[src/hdl/lbm_pkg.sv]
// Shared constants, the sequencer state type and small helper functions
// for the Lorentz boost matrix generator. No dependencies.
`default_nettype none

package lbm_pkg;

  // Moving-average window.
  localparam int WINDOW_LEN = 16;
  localparam int WIN_POS_W  = (WINDOW_LEN > 1) ? $clog2(WINDOW_LEN) : 1;
  localparam int WIN_CNT_W  = $clog2(WINDOW_LEN + 1);
  localparam int SUM_W      = 32 + WIN_POS_W;

  // Digit-serial multiplier: 32 x 32, four bits of the multiplier per cycle.
  localparam int MUL_W     = 32;
  localparam int MUL_DIG   = 4;
  localparam int MUL_STEPS = MUL_W / MUL_DIG;
  localparam int MUL_CNT_W = $clog2(MUL_STEPS);

  // Bit-serial restoring divider: 49-bit dividend, 32-bit divisor.
  localparam int DIV_NW    = 49;
  localparam int DIV_DW    = 32;
  localparam int DIV_CNT_W = $clog2(DIV_NW);

  // Bit-serial square root: 64-bit radicand, 32-bit root.
  localparam int SQ_RW    = 64;
  localparam int SQ_QW    = 32;
  localparam int SQ_CNT_W = $clog2(SQ_QW);

  // Matrix storage: entry 0 is gamma, 1..3 are gamma*v_i, 4..9 the spatial
  // block in the pair order (0,0) (0,1) (0,2) (1,1) (1,2) (2,2).
  localparam int N_ENT  = 10;
  localparam int N_PAIR = 6;

  localparam int CFG_IDX_W = 2;
  localparam logic [CFG_IDX_W-1:0] CFG_SPEED_SCALE = 2'd0;
  localparam logic [CFG_IDX_W-1:0] CFG_SPEED_LIMIT = 2'd1;

  localparam logic [31:0] Q_ONE        = 32'h0001_0000;
  localparam logic [31:0] SCALE_RESET  = 32'h0001_0000;
  localparam logic [15:0] LIMIT_RESET  = 16'd58982;
  localparam logic [DIV_NW-1:0] G_NUM  = 49'h1_0000_0000_0000;

  typedef enum logic [3:0] {
    S_IDLE, S_SQ, S_LEN, S_SPD, S_WIN, S_AVG, S_SCL, S_VV,
    S_ROOT, S_G, S_F, S_VM, S_VD, S_EM, S_DONE
  } state_e;

  function automatic logic [1:0] pair_a(input logic [2:0] n);
    logic [1:0] r;
    case (n)
      3'd0, 3'd1, 3'd2: r = 2'd0;
      3'd3, 3'd4:       r = 2'd1;
      default:          r = 2'd2;
    endcase
    return r;
  endfunction

  function automatic logic [1:0] pair_b(input logic [2:0] n);
    logic [1:0] r;
    case (n)
      3'd0:       r = 2'd0;
      3'd1, 3'd3: r = 2'd1;
      default:    r = 2'd2;
    endcase
    return r;
  endfunction

  // Storage index of matrix element (row j, column k).
  function automatic logic [3:0] ent_sel(input logic [1:0] j, input logic [1:0] k);
    logic [1:0] lo;
    logic [1:0] hi;
    logic [3:0] r;
    lo = (j < k) ? j : k;
    hi = (j < k) ? k : j;
    if (lo == 2'd0) begin
      r = {2'b00, hi};
    end else begin
      case ({lo, hi})
        4'b0101: r = 4'd4;
        4'b0110: r = 4'd5;
        4'b0111: r = 4'd6;
        4'b1010: r = 4'd7;
        4'b1011: r = 4'd8;
        default: r = 4'd9;
      endcase
    end
    return r;
  endfunction

  function automatic logic [31:0] ident_ent(input logic [3:0] i);
    logic [31:0] r;
    case (i)
      4'd0, 4'd4, 4'd7, 4'd9: r = Q_ONE;
      default:                r = 32'h0;
    endcase
    return r;
  endfunction

  // Sign-magnitude to saturated two's complement.
  function automatic logic [31:0] sat_q(input logic neg, input logic [48:0] mag);
    logic [31:0] r;
    if (!neg) begin
      r = (mag > 49'h0_7FFF_FFFF) ? 32'h7FFF_FFFF : mag[31:0];
    end else begin
      r = (mag > 49'h0_8000_0000) ? 32'h8000_0000 : 32'(32'h0 - mag[31:0]);
    end
    return r;
  endfunction

endpackage

`default_nettype wire

[src/hdl/lbm_mul.sv]
// Digit-serial unsigned multiplier, one 4-bit digit of the multiplier per cycle.
// Depends on lbm_pkg.
`default_nettype none

module lbm_mul import lbm_pkg::*; (
  input  wire logic               clk_i,
  input  wire logic               rst_ni,
  input  wire logic               start_i,
  input  wire logic [MUL_W-1:0]   a_i,
  input  wire logic [MUL_W-1:0]   b_i,
  output logic [2*MUL_W-1:0]      prod_o,
  output logic                    done_o
);

  logic [MUL_W-1:0]         a_q;
  logic [2*MUL_W-1:0]       prod_q;
  logic [MUL_CNT_W-1:0]     cnt_q;
  logic                     busy_q;
  logic                     done_q;
  logic [MUL_W+MUL_DIG-1:0] psum;

  // The multiplier sits in the low half of the product register and is
  // consumed from its low end while the partial sum shifts in from the top.
  assign psum = {{MUL_DIG{1'b0}}, prod_q[2*MUL_W-1:MUL_W]}
              + ({{MUL_DIG{1'b0}}, a_q} * {{MUL_W{1'b0}}, prod_q[MUL_DIG-1:0]});

  always_ff @(posedge clk_i or negedge rst_ni) begin
    if (!rst_ni) begin
      busy_q <= 1'b0;
      done_q <= 1'b0;
      cnt_q  <= '0;
    end else begin
      done_q <= 1'b0;
      if (start_i) begin
        busy_q <= 1'b1;
        cnt_q  <= '0;
      end else if (busy_q) begin
        cnt_q <= cnt_q + 1'b1;
        if (cnt_q == MUL_CNT_W'(MUL_STEPS - 1)) begin
          busy_q <= 1'b0;
          done_q <= 1'b1;
        end
      end
    end
  end

  always_ff @(posedge clk_i) begin
    if (start_i) begin
      a_q    <= a_i;
      prod_q <= {{MUL_W{1'b0}}, b_i};
    end else if (busy_q) begin
      prod_q <= {psum, prod_q[MUL_W-1:MUL_DIG]};
    end
  end

  assign prod_o = prod_q;
  assign done_o = done_q;

endmodule

`default_nettype wire

[src/hdl/lbm_div.sv]
// Bit-serial restoring divider, one quotient bit per cycle.
// Depends on lbm_pkg.
`default_nettype none

module lbm_div import lbm_pkg::*; (
  input  wire logic              clk_i,
  input  wire logic              rst_ni,
  input  wire logic              start_i,
  input  wire logic [DIV_NW-1:0] dividend_i,
  input  wire logic [DIV_DW-1:0] divisor_i,
  output logic [DIV_NW-1:0]      quot_o,
  output logic                   done_o
);

  logic [DIV_NW-1:0]    quo_q;
  logic [DIV_DW-1:0]    rem_q;
  logic [DIV_DW-1:0]    dvs_q;
  logic [DIV_CNT_W-1:0] cnt_q;
  logic                 busy_q;
  logic                 done_q;
  logic [DIV_DW:0]      trial;
  logic [DIV_DW:0]      diff;
  logic                 ge;

  // The dividend shifts out of the top of quo_q while quotient bits enter below.
  assign trial = {rem_q, quo_q[DIV_NW-1]};
  assign ge    = (trial >= {1'b0, dvs_q});
  assign diff  = trial - {1'b0, dvs_q};

  always_ff @(posedge clk_i or negedge rst_ni) begin
    if (!rst_ni) begin
      busy_q <= 1'b0;
      done_q <= 1'b0;
      cnt_q  <= '0;
    end else begin
      done_q <= 1'b0;
      if (start_i) begin
        busy_q <= 1'b1;
        cnt_q  <= '0;
      end else if (busy_q) begin
        cnt_q <= cnt_q + 1'b1;
        if (cnt_q == DIV_CNT_W'(DIV_NW - 1)) begin
          busy_q <= 1'b0;
          done_q <= 1'b1;
        end
      end
    end
  end

  always_ff @(posedge clk_i) begin
    if (start_i) begin
      quo_q <= dividend_i;
      rem_q <= '0;
      dvs_q <= divisor_i;
    end else if (busy_q) begin
      quo_q <= {quo_q[DIV_NW-2:0], ge};
      rem_q <= ge ? diff[DIV_DW-1:0] : trial[DIV_DW-1:0];
    end
  end

  assign quot_o = quo_q;
  assign done_o = done_q;

endmodule

`default_nettype wire

[src/hdl/lbm_sqrt.sv]
// Bit-serial integer square root, one root bit (two radicand bits) per cycle.
// Depends on lbm_pkg.
`default_nettype none

module lbm_sqrt import lbm_pkg::*; (
  input  wire logic             clk_i,
  input  wire logic             rst_ni,
  input  wire logic             start_i,
  input  wire logic [SQ_RW-1:0] rad_i,
  output logic [SQ_QW-1:0]      root_o,
  output logic                  done_o
);

  logic [SQ_RW-1:0]    rad_q;
  logic [SQ_QW+1:0]    rem_q;
  logic [SQ_QW-1:0]    root_q;
  logic [SQ_CNT_W-1:0] cnt_q;
  logic                busy_q;
  logic                done_q;
  logic [SQ_QW+3:0]    trial;
  logic [SQ_QW+3:0]    tst;
  logic [SQ_QW+3:0]    diff;
  logic                ge;

  assign trial = {rem_q, rad_q[SQ_RW-1:SQ_RW-2]};
  assign tst   = {2'b00, root_q, 2'b01};
  assign ge    = (trial >= tst);
  assign diff  = trial - tst;

  always_ff @(posedge clk_i or negedge rst_ni) begin
    if (!rst_ni) begin
      busy_q <= 1'b0;
      done_q <= 1'b0;
      cnt_q  <= '0;
    end else begin
      done_q <= 1'b0;
      if (start_i) begin
        busy_q <= 1'b1;
        cnt_q  <= '0;
      end else if (busy_q) begin
        cnt_q <= cnt_q + 1'b1;
        if (cnt_q == SQ_CNT_W'(SQ_QW - 1)) begin
          busy_q <= 1'b0;
          done_q <= 1'b1;
        end
      end
    end
  end

  always_ff @(posedge clk_i) begin
    if (start_i) begin
      rad_q  <= rad_i;
      rem_q  <= '0;
      root_q <= '0;
    end else if (busy_q) begin
      rad_q  <= {rad_q[SQ_RW-3:0], 2'b00};
      rem_q  <= ge ? diff[SQ_QW+1:0] : trial[SQ_QW+1:0];
      root_q <= {root_q[SQ_QW-2:0], ge};
    end
  end

  assign root_o = root_q;
  assign done_o = done_q;

endmodule

`default_nettype wire

[src/hdl/lorentz_boost_matrix_generator_top.sv]
// Top level of the Lorentz boost matrix generator: sequencer, speed window
// and output matrix register. Depends on lbm_pkg, lbm_mul, lbm_div, lbm_sqrt.
`default_nettype none

// Usage
// Each input beat carries one frame: a signed Q16.16 displacement and an
// unsigned Q16.16 frame time. It answers with four output beats, the columns
// of the 4x4 boost matrix in order 0..3, last_column_o marking the fourth.
// A still frame (zero displacement) gives the identity and leaves the speed
// history alone.
// A moving frame runs through one shared 4-bit-digit multiplier, one
// bit-serial divider and one bit-serial square root, with 23 products,
// seven quotients and two roots in all (fewer if its limited speed is zero).
// One frame is worked on at a time; in_stall_o is high while it is.
// Finished matrices go into an output register, so the next frame may be
// accepted while the columns of the previous one are still being taken.
// A stalled output beat holds its column. If the next matrix finishes before
// the old one has drained, the sequencer waits for the last column to leave.
// Reset clears the window history and sets speed_scale to 1.0 and
// speed_limit to about 0.9. Configuration is to be written through cfg_we_i
// only while the block is idle; the block itself does not enforce this.

module lorentz_boost_matrix_generator_top import lbm_pkg::*; (
  input  wire logic                 clk_i,
  input  wire logic                 rst_ni,
  input  wire logic                 cfg_we_i,
  input  wire logic [CFG_IDX_W-1:0] cfg_index_i,
  input  wire logic [31:0]          cfg_data_i,
  input  wire logic                 in_valid_i,
  output logic                      in_stall_o,
  input  wire logic signed [31:0]   disp_x_i,
  input  wire logic signed [31:0]   disp_y_i,
  input  wire logic signed [31:0]   disp_z_i,
  input  wire logic [31:0]          frame_time_i,
  output logic                      out_valid_o,
  input  wire logic                 out_stall_i,
  output logic [1:0]                column_index_o,
  output logic signed [31:0]        entry_row0_o,
  output logic signed [31:0]        entry_row1_o,
  output logic signed [31:0]        entry_row2_o,
  output logic signed [31:0]        entry_row3_o,
  output logic                      last_column_o
);

  state_e state_q, state_d;
  logic   launch_q, launch_d;
  logic [3:0] idx_q;
  logic   ident_q;

  // Per-frame working values.
  logic [31:0] mag_q [3];
  logic        neg_q [3];
  logic [31:0] ft_q;
  logic [63:0] sum_q;
  logic [31:0] len_q;
  logic [31:0] speed_q;
  logic [31:0] avg_q;
  logic [15:0] v_q;
  logic [31:0] dd_q;
  logic [31:0] s_q;
  logic [31:0] g_q;
  logic [31:0] f_q;
  logic [47:0] vm_q;
  logic [15:0] vel_q [3];
  logic [15:0] pp_q [N_PAIR];
  logic [31:0] ent_q [N_ENT];

  // Speed history.
  logic [31:0]          win_mem [WINDOW_LEN];
  logic [31:0]          old_q;
  logic [WIN_POS_W-1:0] wpos_q;
  logic [WIN_CNT_W-1:0] wcnt_q;
  logic [SUM_W-1:0]     wsum_q;

  logic [31:0] scale_q;
  logic [15:0] limit_q;

  // Output matrix register.
  logic [31:0] om_q [N_ENT];
  logic        ovalid_q;
  logic [1:0]  col_q;

  // Shared units.
  logic              mul_start, mul_done;
  logic [MUL_W-1:0]  mul_a, mul_b;
  logic [63:0]       mul_prod;
  logic              div_start, div_done;
  logic [DIV_NW-1:0] div_n;
  logic [DIV_DW-1:0] div_d;
  logic [DIV_NW-1:0] div_quo;
  logic              sq_start, sq_done;
  logic [SQ_RW-1:0]  sq_rad;
  logic [SQ_QW-1:0]  sq_root;

  logic        accept;
  logic        in_zero;
  logic        out_fire;
  logic        out_free;
  logic [47:0] scaled;
  logic [15:0] v_new;
  logic [2:0]  em_n;
  logic [48:0] em_mag;
  logic        em_diag;

  assign accept   = in_valid_i && !in_stall_o;
  assign in_zero  = (disp_x_i == 32'sd0) && (disp_y_i == 32'sd0) && (disp_z_i == 32'sd0);
  assign out_fire = ovalid_q && !out_stall_i;
  assign out_free = !ovalid_q || (out_fire && (col_q == 2'd3));

  assign scaled  = mul_prod[63:16];
  assign v_new   = (scaled < {32'h0, limit_q}) ? scaled[15:0] : limit_q;
  assign em_n    = (idx_q >= 4'd9) ? 3'(idx_q - 4'd9) : 3'(idx_q - 4'd3);
  assign em_mag  = {1'b0, mul_prod[63:16]};
  assign em_diag = (pair_a(em_n) == pair_b(em_n));

  lbm_mul u_mul (
    .clk_i   (clk_i),
    .rst_ni  (rst_ni),
    .start_i (mul_start),
    .a_i     (mul_a),
    .b_i     (mul_b),
    .prod_o  (mul_prod),
    .done_o  (mul_done)
  );

  lbm_div u_div (
    .clk_i      (clk_i),
    .rst_ni     (rst_ni),
    .start_i    (div_start),
    .dividend_i (div_n),
    .divisor_i  (div_d),
    .quot_o     (div_quo),
    .done_o     (div_done)
  );

  lbm_sqrt u_sqrt (
    .clk_i   (clk_i),
    .rst_ni  (rst_ni),
    .start_i (sq_start),
    .rad_i   (sq_rad),
    .root_o  (sq_root),
    .done_o  (sq_done)
  );

  // Next state.
  always_comb begin
    state_d = state_q;
    case (state_q)
      S_IDLE: if (accept) state_d = in_zero ? S_DONE : S_SQ;
      S_SQ:   if (mul_done && (idx_q == 4'd2)) state_d = S_LEN;
      S_LEN:  if (sq_done) state_d = S_SPD;
      S_SPD:  if (div_done) state_d = S_WIN;
      S_WIN:  state_d = S_AVG;
      S_AVG:  if (div_done) state_d = S_SCL;
      S_SCL:  if (mul_done) state_d = (v_new == 16'h0) ? S_DONE : S_VV;
      S_VV:   if (mul_done) state_d = S_ROOT;
      S_ROOT: if (sq_done) state_d = S_G;
      S_G:    if (div_done) state_d = S_F;
      S_F:    if (div_done) state_d = S_VM;
      S_VM:   if (mul_done) state_d = S_VD;
      S_VD:   if (div_done) state_d = (idx_q == 4'd2) ? S_EM : S_VM;
      S_EM:   if (mul_done && (idx_q == 4'd14)) state_d = S_DONE;
      S_DONE: if (out_free) state_d = S_IDLE;
      default: state_d = S_IDLE;
    endcase
  end

  // Unit launches and operand selection. Each arithmetic state starts its unit,
  // waits for the done pulse and, in S_SQ and S_EM, starts it again for the next index.
  always_comb begin
    mul_start = (state_q inside {S_SQ, S_SCL, S_VV, S_VM, S_EM}) && !launch_q;
    div_start = (state_q inside {S_SPD, S_AVG, S_G, S_F, S_VD}) && !launch_q;
    sq_start  = (state_q inside {S_LEN, S_ROOT}) && !launch_q;

    if (mul_done || div_done || sq_done) begin
      launch_d = 1'b0;
    end else begin
      launch_d = launch_q || mul_start || div_start || sq_start;
    end

    mul_a = '0;
    mul_b = '0;
    case (state_q)
      S_SQ: begin
        mul_a = mag_q[idx_q[1:0]];
        mul_b = mag_q[idx_q[1:0]];
      end
      S_SCL: begin
        mul_a = avg_q;
        mul_b = scale_q;
      end
      S_VV: begin
        mul_a = {16'h0, v_q};
        mul_b = {16'h0, v_q};
      end
      S_VM: begin
        mul_a = {16'h0, v_q};
        mul_b = mag_q[idx_q[1:0]];
      end
      S_EM: begin
        if (idx_q < 4'd3) begin
          mul_a = g_q;
          mul_b = {16'h0, vel_q[idx_q[1:0]]};
        end else if (idx_q < 4'd9) begin
          mul_a = {16'h0, vel_q[pair_a(em_n)]};
          mul_b = {16'h0, vel_q[pair_b(em_n)]};
        end else begin
          mul_a = f_q;
          mul_b = {16'h0, pp_q[em_n]};
        end
      end
      default: begin
        mul_a = '0;
        mul_b = '0;
      end
    endcase

    div_n = '0;
    div_d = '0;
    case (state_q)
      S_SPD: begin
        div_n = {1'b0, len_q, 16'h0};
        div_d = ft_q;
      end
      S_AVG: begin
        div_n = DIV_NW'(wsum_q);
        div_d = DIV_DW'(wcnt_q);
      end
      S_G: begin
        div_n = G_NUM;
        div_d = s_q;
      end
      S_F: begin
        div_n = {1'b0, g_q - Q_ONE, 16'h0};
        div_d = {16'h0, v_q};
      end
      S_VD: begin
        div_n = {1'b0, vm_q};
        div_d = len_q;
      end
      default: begin
        div_n = '0;
        div_d = '0;
      end
    endcase

    sq_rad = (state_q == S_ROOT) ? {dd_q, 32'h0} : sum_q;
  end

  // Control state, history and configuration.
  always_ff @(posedge clk_i or negedge rst_ni) begin
    if (!rst_ni) begin
      state_q  <= S_IDLE;
      launch_q <= 1'b0;
      idx_q    <= '0;
      ident_q  <= 1'b0;
      wpos_q   <= '0;
      wcnt_q   <= '0;
      wsum_q   <= '0;
      scale_q  <= SCALE_RESET;
      limit_q  <= LIMIT_RESET;
      ovalid_q <= 1'b0;
      col_q    <= '0;
    end else begin
      state_q  <= state_d;
      launch_q <= launch_d;

      if (accept) begin
        idx_q   <= '0;
        ident_q <= in_zero;
      end else if (((state_q == S_SQ) && mul_done) || ((state_q == S_VD) && div_done)) begin
        idx_q <= (idx_q == 4'd2) ? 4'd0 : idx_q + 4'd1;
      end else if ((state_q == S_EM) && mul_done) begin
        idx_q <= idx_q + 4'd1;
      end

      if ((state_q == S_SCL) && mul_done && (v_new == 16'h0)) begin
        ident_q <= 1'b1;
      end

      if (state_q == S_WIN) begin
        if (wcnt_q == WIN_CNT_W'(WINDOW_LEN)) begin
          wsum_q <= wsum_q - SUM_W'(old_q) + SUM_W'(speed_q);
        end else begin
          wcnt_q <= wcnt_q + 1'b1;
          wsum_q <= wsum_q + SUM_W'(speed_q);
        end
        wpos_q <= (wpos_q == WIN_POS_W'(WINDOW_LEN - 1)) ? '0 : wpos_q + 1'b1;
      end

      if (cfg_we_i) begin
        case (cfg_index_i)
          CFG_SPEED_SCALE: scale_q <= cfg_data_i;
          CFG_SPEED_LIMIT: limit_q <= cfg_data_i[15:0];
          default: ;
        endcase
      end

      if ((state_q == S_DONE) && out_free) begin
        ovalid_q <= 1'b1;
        col_q    <= '0;
      end else if (out_fire) begin
        col_q <= col_q + 2'd1;
        if (col_q == 2'd3) ovalid_q <= 1'b0;
      end
    end
  end

  // Window memory: the oldest entry is read continuously at the write position,
  // which only moves in the update cycle.
  always_ff @(posedge clk_i) begin
    if (state_q == S_WIN) win_mem[wpos_q] <= speed_q;
    old_q <= win_mem[wpos_q];
  end

  // Datapath registers.
  always_ff @(posedge clk_i) begin
    if (accept) begin
      mag_q[0] <= disp_x_i[31] ? 32'(32'h0 - disp_x_i) : disp_x_i;
      mag_q[1] <= disp_y_i[31] ? 32'(32'h0 - disp_y_i) : disp_y_i;
      mag_q[2] <= disp_z_i[31] ? 32'(32'h0 - disp_z_i) : disp_z_i;
      neg_q[0] <= disp_x_i[31];
      neg_q[1] <= disp_y_i[31];
      neg_q[2] <= disp_z_i[31];
      ft_q     <= frame_time_i;
      sum_q    <= '0;
    end

    case (state_q)
      S_SQ:   if (mul_done) sum_q <= sum_q + mul_prod;
      S_LEN:  if (sq_done) len_q <= sq_root;
      S_SPD: begin
        if (div_done) begin
          speed_q <= (div_quo[48:32] != 17'h0) ? 32'hFFFF_FFFF : div_quo[31:0];
        end
      end
      S_AVG:  if (div_done) avg_q <= div_quo[31:0];
      S_SCL:  if (mul_done) v_q <= v_new;
      S_VV:   if (mul_done) dd_q <= 32'h0 - mul_prod[31:0];
      S_ROOT: if (sq_done) s_q <= sq_root;
      S_G:    if (div_done) g_q <= div_quo[31:0];
      S_F: begin
        if (div_done) begin
          f_q      <= div_quo[31:0];
          ent_q[0] <= g_q;
        end
      end
      S_VM:   if (mul_done) vm_q <= mul_prod[47:0];
      S_VD:   if (div_done) vel_q[idx_q[1:0]] <= div_quo[15:0];
      S_EM: begin
        if (mul_done) begin
          if (idx_q < 4'd3) begin
            ent_q[4'(idx_q + 4'd1)] <= sat_q(neg_q[idx_q[1:0]], em_mag);
          end else if (idx_q < 4'd9) begin
            pp_q[em_n] <= mul_prod[31:16];
          end else begin
            ent_q[4'(idx_q - 4'd5)] <= sat_q(
              (neg_q[pair_a(em_n)] ^ neg_q[pair_b(em_n)]) && !em_diag,
              em_mag + (em_diag ? 49'(Q_ONE) : 49'h0));
          end
        end
      end
      default: ;
    endcase

    if ((state_q == S_DONE) && out_free) begin
      for (int i = 0; i < N_ENT; i++) begin
        om_q[i] <= ident_q ? ident_ent(4'(i)) : ent_q[i];
      end
    end
  end

  assign in_stall_o     = (state_q != S_IDLE);
  assign out_valid_o    = ovalid_q;
  assign column_index_o = col_q;
  assign entry_row0_o   = om_q[ent_sel(2'd0, col_q)];
  assign entry_row1_o   = om_q[ent_sel(2'd1, col_q)];
  assign entry_row2_o   = om_q[ent_sel(2'd2, col_q)];
  assign entry_row3_o   = om_q[ent_sel(2'd3, col_q)];
  assign last_column_o  = (col_q == 2'd3);

`ifndef SYNTHESIS
  a_wcnt_range: assert property (@(posedge clk_i) disable iff (!rst_ni)
    wcnt_q <= WIN_CNT_W'(WINDOW_LEN))
    else $error("window count beyond window length");

  a_wpos_range: assert property (@(posedge clk_i) disable iff (!rst_ni)
    wpos_q <= WIN_POS_W'(WINDOW_LEN - 1))
    else $error("window write position out of range");

  a_v_nonzero: assert property (@(posedge clk_i) disable iff (!rst_ni)
    (state_q == S_VV) |-> (v_q != 16'h0))
    else $error("boost computed for zero speed");

  a_drain: assert property (@(posedge clk_i) disable iff (!rst_ni)
    (out_fire && (col_q == 2'd3) && (state_q != S_DONE)) |=> !out_valid_o)
    else $error("output still valid after last column");
`endif

endmodule

`default_nettype wire

[config.mk]
export PLATFORM = sky130hd
export DESIGN_NAME = lorentz_boost_matrix_generator_top
export DESIGN_NICKNAME = d
export VERILOG_FILES = /design/src/hdl/lbm_pkg.sv /design/src/hdl/lbm_mul.sv /design/src/hdl/lbm_div.sv /design/src/hdl/lbm_sqrt.sv /design/src/hdl/lorentz_boost_matrix_generator_top.sv
export SDC_FILE = /design/constraint.sdc
export NUM_CORES = 2
export LEC_CHECK = 0
export BUFFER_PORTS_ARGS = -buffer_cell sky130_fd_sc_hd__clkbuf_2
export CAP_MARGIN = 0
export CELL_PAD_IN_SITES_DETAIL_PLACEMENT = 1
export CELL_PAD_IN_SITES_GLOBAL_PLACEMENT = 1
export CORE_MARGIN = 2
export CORE_UTILIZATION = 30
export DETAILED_ROUTE_END_ITERATION = 8
export PLACE_DENSITY = 0.52
export SLEW_MARGIN = 30
export SYNTH_ARGS = -nofsm -noshare
export SYNTH_HDL_FRONTEND = slang
export SYNTH_SLANG_ARGS = --single-unit
[constraint.sdc]
create_clock -name clk_i -period 16.29 [get_ports clk_i]
set_input_delay 1.629 -clock clk_i [delete_from_list [all_inputs] [get_ports clk_i]]
set_output_delay 1.629 -clock clk_i [all_outputs]
set_load 0.01 [all_outputs]
==> impl_metrics.json <==
{
  "ctsResizeCount": 0,
  "powerDensity_nw_per_um2": 113,
  "route.detailed.drc": 0,
  "grt_pass1_vias": 83900,
  "clock_latency_ns": 0.94,
  "synth_warnings": 0,
  "grt_pass1_wl_mm": 609,
  "nets": 10400,
  "ant_nets": 0,
  "synth_top_area_share_pct": 50.0,
  "cp_slowest_stage_delay_ns": 0.73,
  "layout_setup_ws_ns": 8.54,
  "clock_skew_ns": 0.101,
  "clockBufferDepth": 4,
  "arrival_ns": 8.27,
  "r2r_slack_ns": 8.54,
  "stdcell_area_um2": 133000,
  "crit_type": "reg2reg",
  "syn_area_per_cell_um2": 12.0,
  "reg2regPathDepth": 21,
  "fin_crit_sh_pct": 47.6,
  "grt_max_degree": 236,
  "synth_edf_count": 1924,
  "track_usage_pct": 21.1,
  "status": "finished clean",
  "max-cap-violations": 0,
  "netlist_area_um2": 116000,
  "worstSetupEndpointType": "flop",
  "synth_area_leaders": "edfxtp_1 50%, mux4_2 5.7%, dfxtp_1 3.9%",
  "cp-start-kind": "flop",
  "vias": 81200,
  "synth_most_common_cell": "edfxtp_1",
  "synthCells": 9611,
  "numPortBuffers": 299,
  "hold_class": "reg2reg",
  "die_area_um2": 390000,
  "rows": 227,
  "wire_per_inst_um": 27.9,
  "synth-seq-cells": 2276,
  "htree_num_levels": 5,
  "fin_setup_tns_ns": 0,
  "hold_end": "vm_q[15]",
  "crit_chain": "clkinv_1, ha_1, nand2b_1, o21a_1, inv_1, fa_1, xor2_1, nor3_1, a21oi_1, ha_1, nand4_1, nor2_1, nand4_1, a211oi_1, a21oi_1, nor4_2, nand2_1, nor2_1, buf_4, a221oi_1, o21ai_1",
  "synth_nets": 10200,
  "antenna_found_initial": 26,
  "post-route-util_pct": 34.6,
  "synth_common_cells": "1,924 x edfxtp_1, 1,068 x nand2_1, 633 x nor2_1, 565 x o21ai_0, 525 x clkbuf_1",
  "cts_made_buffers": 276,
  "viasPerCell": 5.38,
  "drive_above_1_share_pct": 14.2,
  "dp_cells": 14600,
  "slew_headroom_pct": 19.7,
  "timing.rr.end": "ent_q[0][7]",
  "finalWeightedCongestion": 0.913,
  "slew_violations": 0,
  "drtIter0Drc": 6315,
  "min_period_ns": 7.75,
  "r2r-start": "idx_q[0]",
  "clockRootBuffer": "clkbuf_16",
  "dp_hpwl_mm": 295,
  "hp-start": "u_mul.prod_o[15]",
  "grt_setup_unrepaired": "no",
  "cp.required_ns": 16.81,
  "die_h_um": 625,
  "die_w_um": 625,
  "async_flop_share_pct": 5.54,
  "hold_buffers": 0,
  "path_clk_slew_ns": 0.06,
  "dr.pass1.iters": 7,
  "setup_viol": 0,
  "vdd_drop_max_uv": 180,
  "syn_to_final_growth_pct": 14.7,
  "fmax_mhz": 129,
  "cts_sinks": 2276,
  "post_dp_cell_area_um2": 123000,
  "grt.overflow.total": 0,
  "place_ws_ns": 8.27,
  "core-area_um2": 383000,
  "wirelength_mm": 421,
  "final_hold_viol_count": 0,
  "start_util_pct": 30.2,
  "path_max_fanout": 14,
  "post_cts_buffers": 0,
  "leakagePower_uw": 0.0446,
  "cts_tree": "done",
  "synth_cell_type_count": 90,
  "max_slew.worst_pin.slew_ns": 1.20,
  "io_pins": 300,
  "instances_no_fill": 15100,
  "ys.flop_type": "edfxtp_1",
  "min_path_cells": 0,
  "cp_slowest_cell": "a21oi_1",
  "synth-seq-area-share_pct": 56.7,
  "yosysTopAreaCell": "edfxtp_1"
}
## layout make-up
class | count | area [um^2]
Inverter | 400 | 1500
Clock buffer | 358 | 7540
Sequential cell | 2276 | 65500
Clock inverter | 143 | 1640
Multi-Input combinational cell | 6346 | 46900
Tap cell | 5038 | 6300
Timing Repair Buffer | 506 | 3150
Antenna cell | 11 | 27.5
Fill cell | 41000 | 250000
## critical path: cells and delay by family, from the launching register on
family | cells | cell delay, ns
AND/OR/NAND/NOR | 8 | 2.35
XOR/XNOR | 1 | 0.48
AO/OA/AOI/OAI | 6 | 2.16
flip-flops | 1 | 0.45
buffers and inverters | 3 | 0.72
adder cells (fa/ha/maj) | 3 | 1.21
## registers in the layout (all words and copies together), names as in the netlist, 49 cells and up
name          cells
sum_q            64
u_sqrt.rad_q     64
win_mem         512
ent_q           320
pp_q             96
mag_q            96
om_q            320
u_mul.prod_o     64
u_div.quot_o     49
## per-stage QoR
stage,hold WS [ns],total power (uW)
floorplan,0.429,7910
global placement,0.467,8840
detailed placement,0.457,8900
CTS,0.466,15200
global route,0.475,15600
finish,0.459,15000
## report_power, final
part	internal (uW)	leakage [uW]	switching [uW]	total, uW
clock network	3750	0.00445	2550	6300
logic	791	0.0228	1630	2420
registers	6270	0.0174	52.3	6320
total	10800	0.0446	4230	15000
## cells in the final DEF, fill, tap and decap left out, types with 284 or more instances in the layout
cell type,Yosys,final
ha_1,297,293
nor2_1,633,612
a21oi_1,441,438
mux2i_1,300,299
nor2b_1,360,358
clkbuf_2,0,298
mux4_2,290,290
clkbuf_16,0,284
edfxtp_1,1924,1924
o21ai_0,565,543
inv_1,398,395
nand2_1,1068,1063
## per-layer routing
| layer | routed length, um | up-vias | GRT usage [%] |
|---|---|---|---|
| li1 | - | 36300 | - |
| met1 | 189000 | 42000 | 28.8 |
| met2 | 197000 | 2231 | 34.7 |
| met3 | 20000 | 605 | 2.71 |
| met4 | 14600 | 20 | 7.05 |
| met5 | 125 | - | 0 |
## worst max path at each step
stage | to | start | slack (ns) | depth (start not counted)
detailed placement | ent_q[1][11] | idx_q[1] | 8.27 | 20
global route | ent_q[2][7] | idx_q[0] | 8.09 | 21
CTS | ent_q[0][11] | idx_q[1] | 8.24 | 20
global placement | ent_q[0][7] | idx_q[1] | 8.20 | 22
floorplan | om_q[0][0] | out_stall_i | 5.52 | 2
finish | ent_q[0][7] | idx_q[0] | 8.54 | 21
## cell families after synthesis
family | Yosys count | share of synthesized area (%)
mux | 655 | 8.89
fa+ha+maj | 424 | 5.42
buf+inv | 989 | 3.22
xor+xnor | 364 | 2.76
simple gates | 2851 | 11.6
compound gates | 2052 | 11.4
flops | 2276 | 56.7
No activity file was read; power rests on OpenSTA's default activity.
